### config.mk
export PLATFORM = sky130hd
export DESIGN_NAME = tbrl_ctrl
export DESIGN_NICKNAME = d
export VERILOG_FILES = /design/src/hw/rtl/tbrl_pkg.sv /design/src/hw/rtl/tbrl_ctrl.sv
export SDC_FILE = /design/constraint.sdc
export NUM_CORES = 1
export LEC_CHECK = 0
export ABC_AREA = 0
export ABC_CLOCK_PERIOD_IN_PS = 1400
export BUFFER_PORTS_ARGS = -buffer_cell sky130_fd_sc_hd__buf_2
export CAP_MARGIN = 5
export CORE_AREA = 5 5 42 44
export DETAILED_ROUTE_END_ITERATION = 6
export DIE_AREA = 0 0 47 49
export GPL_TIMING_DRIVEN = 0
export PLACE_DENSITY = 0.46
export REMOVE_ABC_BUFFERS = 1
export SETUP_SLACK_MARGIN = 0.5
export SLEW_MARGIN = 25
export SYNTH_ARGS = -nofsm -noshare
export SYNTH_HDL_FRONTEND = slang
export SYNTH_SLANG_ARGS = --single-unit
### constraint.sdc
create_clock -name clk -period 1.4 [get_ports clk]
set_input_delay 0.14 -clock clk [delete_from_list [all_inputs] [get_ports clk]]
set_output_delay 0.14 -clock clk [all_outputs]
set_load 0.01 [all_outputs]
### src/hw/rtl/tbrl_pkg.sv
// ----------------------------------------------------------------------------
// Token bucket rate limiter package
// Shared constants, register indexes and controller/datapath handshake types.
// ----------------------------------------------------------------------------
package tbrl_pkg;

    localparam int BUCKETS_DEF    = 256;
    localparam int TOKEN_BITS_DEF = 16;

    localparam int TIME_W     = 32;
    localparam int RATE_W     = 16;
    localparam int CAP_W      = 16;
    localparam int OUT_TOK_W  = 16;
    localparam int IDX_IN_W   = 8;
    localparam int CFG_IDX_W  = 1;
    localparam int CFG_DATA_W = 16;

    localparam logic [CFG_IDX_W-1:0] REG_CAPACITY    = 1'b0;
    localparam logic [CFG_IDX_W-1:0] REG_REFILL_RATE = 1'b1;

    localparam logic [CAP_W-1:0]  CAP_RESET  = 16'd10;
    localparam logic [RATE_W-1:0] RATE_RESET = 16'd1;

    // Commands from the controller to the datapath.
    typedef struct packed {
        logic clear;   // write one cleared entry during the post-reset pass
        logic load;    // request accepted, issue the bucket read
        logic calc1;   // refill product, stamp and retry-after
        logic calc2;   // saturate, decide, write back, load the result
    } tbrl_cmd_t;

    // Status from the datapath to the controller.
    typedef struct packed {
        logic clr_done;   // last entry of the clearing pass is being written
        logic out_stall;  // result register full and not being taken
    } tbrl_stat_t;

endpackage

### src/hw/rtl/tbrl_ctrl.sv
// ----------------------------------------------------------------------------
// Token bucket rate limiter controller
// Sequences the clearing pass and the read, compute and write-back steps.
// ----------------------------------------------------------------------------
module tbrl_ctrl
    import tbrl_pkg::*;
(
    input  logic       clk,
    input  logic       rst_n,
    input  logic       in_valid,
    output logic       in_ready,
    input  tbrl_stat_t stat,
    output tbrl_cmd_t  cmd
);

    typedef enum logic [1:0] {
        ST_CLEAR,
        ST_IDLE,
        ST_CALC1,
        ST_CALC2
    } state_t;

    state_t state_reg, state_next;
    logic   ready_reg, ready_next;

    always_comb
    begin
        cmd.clear = (state_reg == ST_CLEAR);
        cmd.load  = (state_reg == ST_IDLE) && in_valid && ready_reg;
        cmd.calc1 = (state_reg == ST_CALC1);
        cmd.calc2 = (state_reg == ST_CALC2) && !stat.out_stall;
    end

    always_comb
    begin
        state_next = state_reg;
        ready_next = ready_reg;
        case (state_reg)
            ST_CLEAR:
            begin
                if (stat.clr_done)
                begin
                    state_next = ST_IDLE;
                    ready_next = 1'b1;
                end
            end
            ST_IDLE:
            begin
                if (cmd.load)
                begin
                    state_next = ST_CALC1;
                    ready_next = 1'b0;
                end
            end
            ST_CALC1:
            begin
                state_next = ST_CALC2;
            end
            ST_CALC2:
            begin
                if (!stat.out_stall)
                begin
                    state_next = ST_IDLE;
                    ready_next = 1'b1;
                end
            end
            default:
            begin
                state_next = ST_CLEAR;
                ready_next = 1'b0;
            end
        endcase
    end

    always_ff @(posedge clk or negedge rst_n)
    begin
        if (!rst_n)
        begin
            state_reg <= ST_CLEAR;
            ready_reg <= 1'b0;
        end
        else
        begin
            state_reg <= state_next;
            ready_reg <= ready_next;
        end
    end

    assign in_ready = ready_reg;

endmodule

Yosys cells after proc, flatten, opt, wreduce, memory -nomap -nowiden

Index checks and enable logic that the tools add are counted.

Register bits: 3
Input bits: 5
Output and inout port bits: 5
Logic and storage cells: 24

Equal/unequal tests: 6
Mux-type cells: 8
Reductions and logical operators: 8

Operators with widths:

| operator                                                         | number |
|---|---|
| 2-bit one-hot mux with 4 select lines                            | 1 |
| 2-bit 2-to-1 mux                                                 | 3 |
| 2-bit != test (second input constant)                            | 3 |
| 2-bit == test (second input constant)                            | 2 |
| 4-bit AND reduction                                              | 1 |
| 1-bit logical AND                                                | 3 |
| 1-bit 2-to-1 mux                                                 | 3 |
| 1-bit one-hot mux with 3 select lines                            | 1 |
| 3-bit AND reduction                                              | 1 |
| 3-bit nonzero test                                               | 1 |
| 2-bit by 1-bit == test with 1-bit output (second input constant) | 1 |
| 2-bit logical NOT                                                | 1 |
| 1-bit logical NOT                                                | 1 |

Logic depth before layout (Yosys ltp)

Gate-level depths: netlist of run 1.

Depth in word-level cells: 5
Gate-level depth with buffers: 5
Depth with buffers taken out: 5

Worst setup path after synthesis of run 1

No wires, ideal clock.

Kind: register to register
Start: register state_reg[1]
End: register state_reg[1]
Setup time: 0.125 ns
Data arrival time: 1.195 ns
Setup slack: 0.079 ns
Cell stages (with the launch flop): 6
Path buffers: 0
Period minus slack after synthesis: 1.321 ns
Cell sequence: dfrtp_1 > inv_1 > ha_1 > a21bo_1 > nand3_2 > mux2_4

Cells in the longest elaborated chain, start to end: 5
Elaborated cells on any way between the ends: 11

RTL lines:

| what                                     | line                             | text |
|---|---|---|
| start, declared                          | tbrl_ctrl.sv:23                  | `state_t state_reg, state_next;` |
| start signal, assigned                   | tbrl_ctrl.sv:84                  | `state_reg <= state_next;` |
| 2-bit by 1-bit == test with 1-bit output | tbrl_ctrl.sv:29, tbrl_ctrl.sv:38 |  |
| 1-bit logical AND (2 in series)          | tbrl_ctrl.sv:29                  | `cmd.load = (state_reg == ST_IDLE) && in_valid && ready_reg;` |
| 2-bit != test (no source line)           | --                               |  |
| 3-bit AND reduction (no source line)     | --                               |  |

Several ways; a longest one is shown, not always the timed one.
A chain may end at the register's enable or synchronous reset.

Worst setup path in the final report of run 1

Start: register state_reg[0]
End: register state_reg[1]

The elaborated chain is that of the path after synthesis.

==> out/summary.json, run 1 <==
{
  "ratio_of_cells_with_drive_above_1_in_the_final_layout": {"value": 0.780},
  "grt_pass1_wl": {"value": 1070, "unit": "microns"},
  "crit_required": {"value": 1510, "unit": "ps"},
  "die_x": {"value": 47, "unit": "microns"},
  "syn_area": {"value": 238, "unit": "sq um"},
  "gp_routability_congestion": {"value": 0.703},
  "h-tree-depth": {"value": 1},
  "worst_hold_class": {"value": "in2async"},
  "synth_largest_area_cell": {"value": "dfrtp_1"},
  "floorplan.io_pins": {"value": 10},
  "detail_route.first_pass.iterations": {"value": 2},
  "start_util": {"value": 0.170},
  "insertedDiodeCount": {"value": 0},
  "final.hold.worst_slack": {"value": 234, "unit": "ps"},
  "synth_top_cells_by_area": {"value": "dfrtp_1, ha_1, mux2_4"},
  "timing.final.max_slew_violations": {"value": 0},
  "reg2regPathDepth": {"value": 4},
  "cts-root-to-sink-buffers": {"value": 2},
  "finalSetupViolations": {"value": 0},
  "final.period_utilization": {"value": 0.947},
  "io_buffer_count": {"value": 9},
  "row_count": {"value": 14},
  "critPathLaunchType": {"value": "flop"},
  "area_taken_by_multi_input_logic_gates": {"value": 226, "unit": "sq um"},
  "dp_hpwl": {"value": 416, "unit": "microns"},
  "floorplan.core_area": {"value": 1400, "unit": "sq um"},
  "finalWirelength": {"value": 601, "unit": "microns"},
  "ant_nets": {"value": 0},
  "worst_pin_slew": {"value": 201, "unit": "ps"},
  "instances_no_fill": {"value": 57},
  "synthesis.yosys.warnings": {"value": 0},
  "drv_cap": {"value": 0},
  "drc": {"value": 0},
  "die_area": {"value": 2300, "unit": "sq um"},
  "synthCells": {"value": 22},
  "tritoncts_clock_tree": {"value": "built"},
  "grt_remaining_overflow": {"value": 0},
  "synthToLayoutAreaGrowth": {"value": 98.4, "unit": "%"},
  "critPathKind": {"value": "reg2reg"},
  "die_height": {"value": 49, "unit": "microns"},
  "cts.sinks": {"value": 3},
  "grt_max_degree": {"value": 5},
  "finalSetupTns": {"value": 0, "unit": "ps"},
  "power_density": {"value": 1920, "unit": "nW/um^2"},
  "worst_setup_path_end_kind": {"value": "flop"},
  "post-synth-top-area-fraction": {"value": 0.316},
  "cts_made_buffers": {"value": 3},
  "placedCellCount": {"value": 47},
  "nets": {"value": 51},
  "final_instance_area": {"value": 472, "unit": "sq um"},
  "layout_common_cells": {"value": "buf_2, ha_4, buf_4"},
  "fin_skew": {"value": 3.82, "unit": "ps"},
  "routed_via_density": {"value": 3.84},
  "n_fill_cell": {"value": 153},
  "status": {"value": "finished clean"},
  "finalWorstPathRequiredPeriod": {"value": 1330, "unit": "ps"},
  "grt_usage": {"value": 0.0663},
  "flip_flop_count_of_the_largest_register_all_copies_and_words_added": {"value": 2},
  "regArea": {"value": 76.3, "unit": "sq um"},
  "first_global_vias": {"value": 252},
  "route.vias.total": {"value": 219},
  "wl_per_cell": {"value": 10.5, "unit": "microns"},
  "synth_sequential_area_ratio": {"value": 0.316},
  "rsz0062_at_grt": {"value": "true"},
  "mostFrequentLayoutCell": {"value": "buf_2"},
  "maxSlewHeadroom": {"value": 0.866},
  "cts.clk_slew.worst_paths": {"value": 40, "unit": "ps"},
  "crit_fanout": {"value": 3},
  "max-vdd-ir-drop": {"value": 0.673, "unit": "mV"},
  "synth.distinct_cells": {"value": 14},
  "static-leakage-power": {"value": 0.229, "unit": "nW"},
  "finalHoldViolations": {"value": 0},
  "critPathArrivalTime": {"value": 1440, "unit": "ps"},
  "flip_flop_and_latch_count_after_synthesis": {"value": 3},
  "synth_area_per_cell": {"value": 10.8, "unit": "sq um"},
  "achievable-frequency": {"value": 0.754, "unit": "GHz"},
  "cts.root.buffer_cell": {"value": "clkbuf_4"},
  "grt_antenna_before_repair": {"value": 0},
  "drt_iter0_drc": {"value": 2},
  "post_dp_cell_area": {"value": 303, "unit": "sq um"},
  "clkLatencyLatePin": {"value": 230, "unit": "ps"}
}
## Yosys cell counts
cell      number
inv_1          3
nor2b_1        1
a21bo_1        1
dfrtp_1        3
mux2_4         1
nand3_2        1
nand2b_4       1
and4b_1        1
and3_1         1
and3_2         1
o22ai_1        1
nand2_1        2
o32ai_1        1
ha_1           4
## area by class of cell
cell class | count | share of cell area
multi-input combinational | 16 | 0.480
clock buffer | 4 | 0.0557
timing repair buffer | 15 | 0.231
inverter | 3 | 0.0292
tap | 16 | 0.0424
sequential | 3 | 0.162
## through the flow
stage,total power [mW],worst slack (ps),util
after floorplan,0.396,79.4,-
after global placement,0.492,-22.0,0.216
after detailed placement,0.490,-12.7,0.216
after CTS,0.808,84.8,0.302
after global routing,0.997,34.5,0.337
final,0.905,73.9,0.337
## metal layers
metal	share of wire	up-vias	GRT usage
met1	0.43	97	0.0839
met3	0.038	0	0.0221
li1	-	117	-
met5	0	-	0
met2	0.53	5	0.0882
met4	0	0	0.0507
## where the power goes
group,total [mW],leakage [nW],internal [mW],switching (mW)
logic,0.581,0.183,0.342,0.238
clock network,0.149,0.0150,0.107,0.0421
registers,0.176,0.0315,0.126,0.0496
total,0.905,0.229,0.575,0.330
## worst paths after layout
path                            slack [ps]                      from                  endpoint
worst max-delay path                    70  state_reg[0]$_DFFE_PN0P_  state_reg[1]$_DFFE_PN0P_
worst min-delay path                   230                     rst_n  state_reg[1]$_DFFE_PN0P_
worst max register to register          70  state_reg[0]$_DFFE_PN0P_  state_reg[1]$_DFFE_PN0P_
worst min register to register         600      in_ready$_DFFE_PN0P_      in_ready$_DFFE_PN0P_
max in group asynchronous             1050                     rst_n  state_reg[0]$_DFFE_PN0P_
min in group clk                       320                   stat[0]  state_reg[0]$_DFFE_PN0P_
## worst max-delay path, stage by stage (launching register included)
cell and delay (ps):
dfrtp_2 460, ha_4 190, a21bo_1 180, nand3_2 80, mux2_4 300
## cell families (layout without fill, tap and decap cells)
| logic type | count (synthesis) | after routing | synth area share |
|---|---|---|---|
| muxes | 1 | 1 | 0.0631 |
| DFF | 3 | 3 | 0.316 |
| adders and majority gates | 4 | 4 | 0.211 |
| AOI/OAI and AO/OA | 3 | 3 | 0.105 |
| buffers and inverters | 3 | 22 | 0.0474 |
| and+or+nand+nor | 8 | 8 | 0.258 |
## repair_timing
action                                 in CTS  in global routing
setup endpoints to repair                   8                  8
resized for setup                          15                  5
setup buffers                               2                  3
hold buffers                                1                  0
endpoints found under the hold margin       3                  0
pin swaps                                   1                  1
(Power assumes the default switching activity.)
==> run 2, diff against run 1 <==
Settings changed: ABC_CLOCK_PERIOD_IN_PS 1400 to 1100, CORE_AREA 5 5 42 44 to 4 4 41 43, DIE_AREA 0 0 47 49 to 0 0 45 47.
Clock period 1.4 ns to 1.1 ns, I/O delays scaled along.
==> out/summary.json, run 2 (same netlist as run 1, synthesis figures left out) <==
{
  "crit_required": {"value": 1200, "unit": "ps", "change": "was 1510 ps"},
  "dp_hpwl": {"value": 438, "unit": "microns", "change": "was 416 microns"},
  "achievable-frequency": {"value": 0.761, "unit": "GHz", "change": "was 0.754 GHz"},
  "final.period_utilization": {"value": 1.19, "change": "was 0.947"},
  "cts.root.buffer_cell": {"value": "clkbuf_4", "change": "unchanged"},
  "finalWorstPathRequiredPeriod": {"value": 1310, "unit": "ps", "change": "was 1330 ps"},
  "power_density": {"value": 2450, "unit": "nW/um^2", "change": "was 1920 nW/um^2"},
  "cts-root-to-sink-buffers": {"value": 2, "change": "unchanged"},
  "regArea": {"value": 76.3, "unit": "sq um", "change": "unchanged"},
  "mostFrequentLayoutCell": {"value": "buf_2", "change": "unchanged"},
  "worst_setup_path_end_kind": {"value": "flop", "change": "unchanged"},
  "nets": {"value": 50, "change": "was 51"},
  "crit_fanout": {"value": 4, "change": "was 3"},
  "finalHoldViolations": {"value": 0, "change": "unchanged"},
  "ratio_of_cells_with_drive_above_1_in_the_final_layout": {"value": 0.750, "change": "was 0.780"},
  "report.power.total": {"value": 1.08, "unit": "mW", "change": "was 0.905 mW"},
  "layout_common_cells": {"value": "buf_2, buf_6, clkbuf_4", "change": "was buf_2, ha_4, buf_4"},
  "die_height": {"value": 47, "unit": "microns", "change": "was 49 microns"},
  "io_buffer_count": {"value": 9, "change": "unchanged"},
  "first_global_vias": {"value": 255, "change": "was 252"},
  "start_util": {"value": 0.183, "change": "was 0.170"},
  "grt_max_degree": {"value": 5, "change": "unchanged"},
  "cts.clk_slew.worst_paths": {"value": 30, "unit": "ps", "change": "was 40 ps"},
  "place_ws": {"value": -346, "unit": "ps", "change": "was -12.7 ps"},
  "clkLatencyLatePin": {"value": 220, "unit": "ps", "change": "was 230 ps"},
  "rsz0062_at_grt": {"value": "true", "change": "unchanged"},
  "critPathKind": {"value": "reg2reg", "change": "unchanged"},
  "drt_iter0_drc": {"value": 1, "change": "was 2"},
  "fin_ws": {"value": -214, "unit": "ps", "change": "was 73.9 ps"},
  "wl_per_cell": {"value": 11.4, "unit": "microns", "change": "was 10.5 microns"},
  "dr_wl_met3": {"value": 26, "unit": "microns", "change": "was 23 microns"},
  "critPathArrivalTime": {"value": 1420, "unit": "ps", "change": "was 1440 ps"},
  "h-tree-depth": {"value": 1, "change": "unchanged"},
  "maxSlewHeadroom": {"value": 0.867, "change": "was 0.866"},
  "drc": {"value": 0, "change": "unchanged"},
  "detail_route.first_pass.iterations": {"value": 3, "change": "was 2"},
  "insertedDiodeCount": {"value": 0, "change": "unchanged"},
  "area_taken_by_multi_input_logic_gates": {"value": 203, "unit": "sq um", "change": "was 226 sq um"},
  "floorplan.io_pins": {"value": 10, "change": "unchanged"},
  "die_area": {"value": 2120, "unit": "sq um", "change": "was 2300 sq um"},
  "tritoncts_clock_tree": {"value": "built", "change": "unchanged"},
  "fin_skew": {"value": 0.776, "unit": "ps", "change": "was 3.82 ps"},
  "route.vias.total": {"value": 232, "change": "was 219"},
  "grt_pass1_wl": {"value": 1060, "unit": "microns", "change": "was 1070 microns"},
  "floorplan.core_area": {"value": 1300, "unit": "sq um", "change": "was 1400 sq um"},
  "r2r_setup_slack": {"value": -210, "unit": "ps", "change": "was 70 ps"},
  "violations": {"value": "setup timing"},
  "drt-met1-wl": {"value": 228, "unit": "microns", "change": "was 260 microns"},
  "finalWirelength": {"value": 629, "unit": "microns", "change": "was 601 microns"},
  "critPathLaunchType": {"value": "flop", "change": "unchanged"},
  "top_layer_used": {"value": "met4", "change": "was met3"},
  "grt_remaining_overflow": {"value": 0, "change": "unchanged"},
  "grt_antenna_before_repair": {"value": 0, "change": "unchanged"},
  "cts.sinks": {"value": 3, "change": "unchanged"},
  "die_x": {"value": 45, "unit": "microns", "change": "was 47 microns"},
  "worst_hold_class": {"value": "in2async", "change": "unchanged"},
  "timing.final.max_slew_violations": {"value": 0, "change": "unchanged"},
  "status": {"value": "complete, but fails checks", "change": "was finished clean"},
  "flip_flop_count_of_the_largest_register_all_copies_and_words_added": {"value": 2, "change": "unchanged"},
  "routed_via_density": {"value": 4.22, "change": "was 3.84"},
  "cts_made_buffers": {"value": 3, "change": "unchanged"},
  "finalSetupViolations": {"value": 7, "change": "was 0"},
  "synthToLayoutAreaGrowth": {"value": 85.3, "unit": "%", "change": "was 98.4%"},
  "row_count": {"value": 13, "change": "was 14"},
  "static-leakage-power": {"value": 0.231, "unit": "nW", "change": "was 0.229 nW"},
  "drv_cap": {"value": 0, "change": "unchanged"},
  "max-vdd-ir-drop": {"value": 0.714, "unit": "mV", "change": "was 0.673 mV"},
  "grt_usage": {"value": 0.0728, "change": "was 0.0663"},
  "ant_nets": {"value": 0, "change": "unchanged"},
  "gp_routability_congestion": {"value": 0.846, "change": "was 0.703"},
  "worst_pin_slew": {"value": 199, "unit": "ps", "change": "was 201 ps"},
  "met2_wirelength": {"value": 337, "unit": "microns", "change": "was 317 microns"},
  "n_fill_cell": {"value": 142, "change": "was 153"}
}
-- run 2: cell types whose count changed in the layout (fill, tap and decap cells not counted) --
cell     before  now
inv_4         1    0
buf_6         3    4
buf_4         4    2
and3_2        0    1
ha_4          4    2
nand2_4       0    1
and3_4        2    0
ha_2          0    2
nand2_2       1    0
inv_2         1    2
and3_1        0    1
-- run 2: routing by layer --
layer	vias up	global-route usage
li1	114	-
met1	106	0.0639
met2	8	0.127
met3	4	0.0268
met4	0	0.0702
met5	-	0
-- run 2: worst paths after layout --
path / start / to / depth (start not counted)
max: state_reg[1]$_DFFE_PN0P_ / state_reg[1]$_DFFE_PN0P_ / 5
min: rst_n / state_reg[1]$_DFFE_PN0P_ / 2
max reg2reg: state_reg[1]$_DFFE_PN0P_ / state_reg[1]$_DFFE_PN0P_ / 5
min reg2reg: in_ready$_DFFE_PN0P_ / in_ready$_DFFE_PN0P_ / 2
max in group asynchronous: rst_n / state_reg[0]$_DFFE_PN0P_ / 2
min in group clk: stat[0] / state_reg[0]$_DFFE_PN0P_ / 4
-- run 2: per-stage QoR --
step | cell area [sq um] | hold slack, ps | setup TNS, ps | util | std cells
after global placement | 302 | -96.6 | -547 | 0.232 | 46
after detailed placement | 302 | -93.7 | -679 | 0.232 | 46
after CTS | 393 | 210 | -1050 | 0.302 | 53
final | 440 | 214 | -958 | 0.338 | 55
after floorplan | 238 | -186 | -365 | - | 22
after global routing | 440 | 223 | -1340 | 0.338 | 55
-- run 2: layout make-up --
| type | count | area share |
|---|---|---|
| multi-input combinational | 16 | 0.460 |
| clock buffer | 4 | 0.0597 |
| tap | 15 | 0.0426 |
| inverter | 3 | 0.0256 |
| timing repair buffer | 14 | 0.239 |
| sequential | 3 | 0.173 |
-- run 2: report_power, final --
part | internal [mW] | switching [mW]
registers | 0.161 | 0.0525
clock network | 0.135 | 0.0458
logic | 0.384 | 0.300
-- run 2: worst max-delay path, stage by stage, from the launching register on --
cell	delay, ps
dfrtp_1	400
buf_6	140
ha_2	180
nand2_4	80
nand3_2	90
mux2_4	300
-- run 2: what timing repair did --
action / CTS / global route
gates cloned: 0 / 0
setup endpoints to repair: 8 / 8
hold buffers: 1 / 0
endpoints found under the hold margin: 3 / 0
buffers inserted: 2 / 2
gates resized for setup: 11 / 6
pin swaps: 2 / 1
==> run 3, diff against run 2 <==
Settings changed: CTS_BUF_LIST set to sky130_fd_sc_hd__clkbuf_16.
==> out/summary.json, run 3 (same netlist as run 1, synthesis figures left out) <==
{
  "finalWorstPathRequiredPeriod": {"value": 1320, "unit": "ps", "change": "was 1310 ps"},
  "critPathArrivalTime": {"value": 1420, "unit": "ps", "change": "about the same"},
  "ratio_of_cells_with_drive_above_1_in_the_final_layout": {"value": 0.732, "change": "was 0.750"},
  "drt_iter0_drc": {"value": 3, "change": "was 1"},
  "max-vdd-ir-drop": {"value": 1.13, "unit": "mV", "change": "was 0.714 mV"},
  "grt_usage": {"value": 0.0783, "change": "was 0.0728"},
  "final_instance_area": {"value": 479, "unit": "sq um", "change": "was 440 sq um"},
  "mostFrequentLayoutCell": {"value": "buf_2", "change": "unchanged"},
  "reg2regPathDepth": {"value": 5, "change": "unchanged"},
  "grt_max_degree": {"value": 5, "change": "unchanged"},
  "post_dp_cell_area": {"value": 302, "unit": "sq um", "change": "unchanged"},
  "rsz0062_at_grt": {"value": "true", "change": "unchanged"},
  "cts.sinks": {"value": 3, "change": "unchanged"},
  "clkLatencyLatePin": {"value": 220, "unit": "ps", "change": "about the same"},
  "die_x": {"value": 45, "unit": "microns", "change": "unchanged"},
  "h-tree-depth": {"value": 1, "change": "unchanged"},
  "floorplan.core_area": {"value": 1300, "unit": "sq um", "change": "unchanged"},
  "detail_route.first_pass.iterations": {"value": 2, "change": "was 3"},
  "reg_to_reg_startpoint": {"value": "state_reg[1]$_DFFE_PN0P_", "change": "unchanged"},
  "r2r_setup_slack": {"value": -220, "unit": "ps", "change": "was -210 ps"},
  "dp_hpwl": {"value": 438, "unit": "microns", "change": "unchanged"},
  "timing.final.max_slew_violations": {"value": 0, "change": "unchanged"},
  "grt_pass1_wl": {"value": 1110, "unit": "microns", "change": "was 1060 microns"},
  "insertedDiodeCount": {"value": 0, "change": "unchanged"},
  "violations": {"value": "setup timing", "change": "unchanged"},
  "nets": {"value": 51, "change": "was 50"},
  "tritoncts_clock_tree": {"value": "built", "change": "unchanged"},
  "synthToLayoutAreaGrowth": {"value": 102, "unit": "%", "change": "was 85.3%"},
  "fin_skew": {"value": 0.986, "unit": "ps", "change": "was 0.776 ps"},
  "finalHoldViolations": {"value": 0, "change": "unchanged"},
  "worst_setup_path_end_kind": {"value": "flop", "change": "unchanged"},
  "row_count": {"value": 13, "change": "unchanged"},
  "finalWirelength": {"value": 684, "unit": "microns", "change": "was 629 microns"},
  "crit_fanout": {"value": 3, "change": "was 4"},
  "start_util": {"value": 0.183, "change": "unchanged"},
  "grt_antenna_before_repair": {"value": 0, "change": "unchanged"},
  "power_density": {"value": 3080, "unit": "nW/um^2", "change": "was 2450 nW/um^2"},
  "worst_pin_slew": {"value": 203, "unit": "ps", "change": "was 199 ps"},
  "drv_cap": {"value": 0, "change": "unchanged"},
  "die_area": {"value": 2120, "unit": "sq um", "change": "unchanged"},
  "final.period_utilization": {"value": 1.20, "change": "was 1.19"},
  "cts-root-to-sink-buffers": {"value": 2, "change": "unchanged"},
  "worst_hold_class": {"value": "in2async", "change": "unchanged"},
  "cts.root.buffer_cell": {"value": "clkbuf_16", "change": "was clkbuf_4"},
  "instances_no_fill": {"value": 56, "change": "was 55"},
  "fin_ws": {"value": -220, "unit": "ps", "change": "was -214 ps"},
  "static-leakage-power": {"value": 0.248, "unit": "nW", "change": "was 0.231 nW"},
  "status": {"value": "complete, but fails checks", "change": "unchanged"},
  "maxSlewHeadroom": {"value": 0.865, "change": "was 0.867"},
  "io_buffer_count": {"value": 9, "change": "unchanged"},
  "finalSetupViolations": {"value": 7, "change": "unchanged"},
  "place_ws": {"value": -346, "unit": "ps", "change": "unchanged"},
  "report.power.total": {"value": 1.48, "unit": "mW", "change": "was 1.08 mW"},
  "route.vias.total": {"value": 226, "change": "was 232"},
  "gp_routability_congestion": {"value": 0.846, "change": "unchanged"},
  "routed_via_density": {"value": 4.04, "change": "was 4.22"},
  "placedCellCount": {"value": 46, "change": "unchanged"},
  "cts.clk_slew.worst_paths": {"value": 30, "unit": "ps", "change": "about the same"},
  "grt_remaining_overflow": {"value": 0, "change": "unchanged"},
  "wl_per_cell": {"value": 12.2, "unit": "microns", "change": "was 11.4 microns"},
  "critPathLaunchType": {"value": "flop", "change": "unchanged"},
  "drc": {"value": 0, "change": "unchanged"},
  "achievable-frequency": {"value": 0.758, "unit": "GHz", "change": "was 0.761 GHz"},
  "cts_made_buffers": {"value": 3, "change": "unchanged"},
  "floorplan.io_pins": {"value": 10, "change": "unchanged"},
  "layout_common_cells": {"value": "buf_2, buf_4, ha_2, clkbuf_16, buf_6", "change": "was buf_2, buf_6, clkbuf_4"},
  "critPathKind": {"value": "reg2reg", "change": "unchanged"},
  "die_height": {"value": 47, "unit": "microns", "change": "unchanged"},
  "crit_required": {"value": 1200, "unit": "ps", "change": "about the same"},
  "worst_r2r_endpoint": {"value": "state_reg[1]$_DFFE_PN0P_", "change": "unchanged"},
  "ant_nets": {"value": 0, "change": "unchanged"},
  "finalSetupTns": {"value": -1110, "unit": "ps", "change": "was -958 ps"},
  "first_global_vias": {"value": 262, "change": "was 255"},
  "flip_flop_count_of_the_largest_register_all_copies_and_words_added": {"value": 2, "change": "unchanged"}
}
==> run 3: cell type report <==
| type | instances | area [sq um] |
|---|---|---|
| clock buffers | 3 | 75.1 |
| inverters | 3 | 11.3 |
| flip-flops and latches | 3 | 76.3 |
| well taps | 15 | 18.8 |
| fillers | 141 | 822 |
| multi-input cells | 16 | 185 |
| clock inverters | 1 | 3.75 |
| repair buffers | 15 | 109 |
==> run 3: worst max path at each step <==
stage,slack (ps),depth (start not counted),endpoint,startpoint
after CTS,-220,5,state_reg[1]$_DFFE_PN0P_,state_reg[1]$_DFFE_PN0P_
after global placement,-290,5,state_reg[1]$_DFFE_PN0P_,state_reg[1]$_DFFE_PN0P_
after global routing,-280,5,state_reg[1]$_DFFE_PN0P_,state_reg[1]$_DFFE_PN0P_
after detailed placement,-350,5,state_reg[1]$_DFFE_PN0P_,state_reg[1]$_DFFE_PN0P_
final,-220,5,state_reg[1]$_DFFE_PN0P_,state_reg[1]$_DFFE_PN0P_
after floorplan,-220,5,state_reg[1]$_DFFE_PN0P_,state_reg[1]$_DFFE_PN0P_
==> run 3: what timing repair did <==
item                                    4_1_cts  5_1_grt
gates resized for setup                      11        3
pin swaps                                     2        0
endpoints found under the hold margin         3        0
hold buffers                                  1        0
endpoints found under the setup margin        8        8
setup buffers                                 2        3
gates cloned                                  0        0
==> run 3: routing by layer <==
| metal | vias up | share of wire | routed length (microns) | track usage |
|---|---|---|---|---|
| met3 | 2 | 0.035 | 24 | 0.0383 |
| li1 | 114 | - | - | - |
| met1 | 104 | 0.42 | 289 | 0.0708 |
| met4 | 0 | 0.026 | 18 | 0.0702 |
| met5 | - | 0 | 0 | 0 |
| met2 | 6 | 0.51 | 351 | 0.130 |
==> run 3: power by group <==
part	internal, mW	switching, mW
Clock	0.468	0.0924
Combinational	0.415	0.286
Sequential	0.161	0.0533
Total	1.04	0.431
==> run 3: worst max-delay path, stage by stage, from the launching register on <==
cell and delay [ps]:
dfrtp_1 400, inv_2 90, ha_4 140, a21bo_1 210, nand3_2 70, mux2_4 290
==> run 3: metrics by stage <==
| stage | utilization | hold WS [ps] |
|---|---|---|
| after floorplan | - | -186 |
| after global placement | 0.232 | -96.6 |
| after detailed placement | 0.232 | -93.7 |
| after CTS | 0.342 | 223 |
| after global routing | 0.368 | 239 |
| final | 0.368 | 211 |
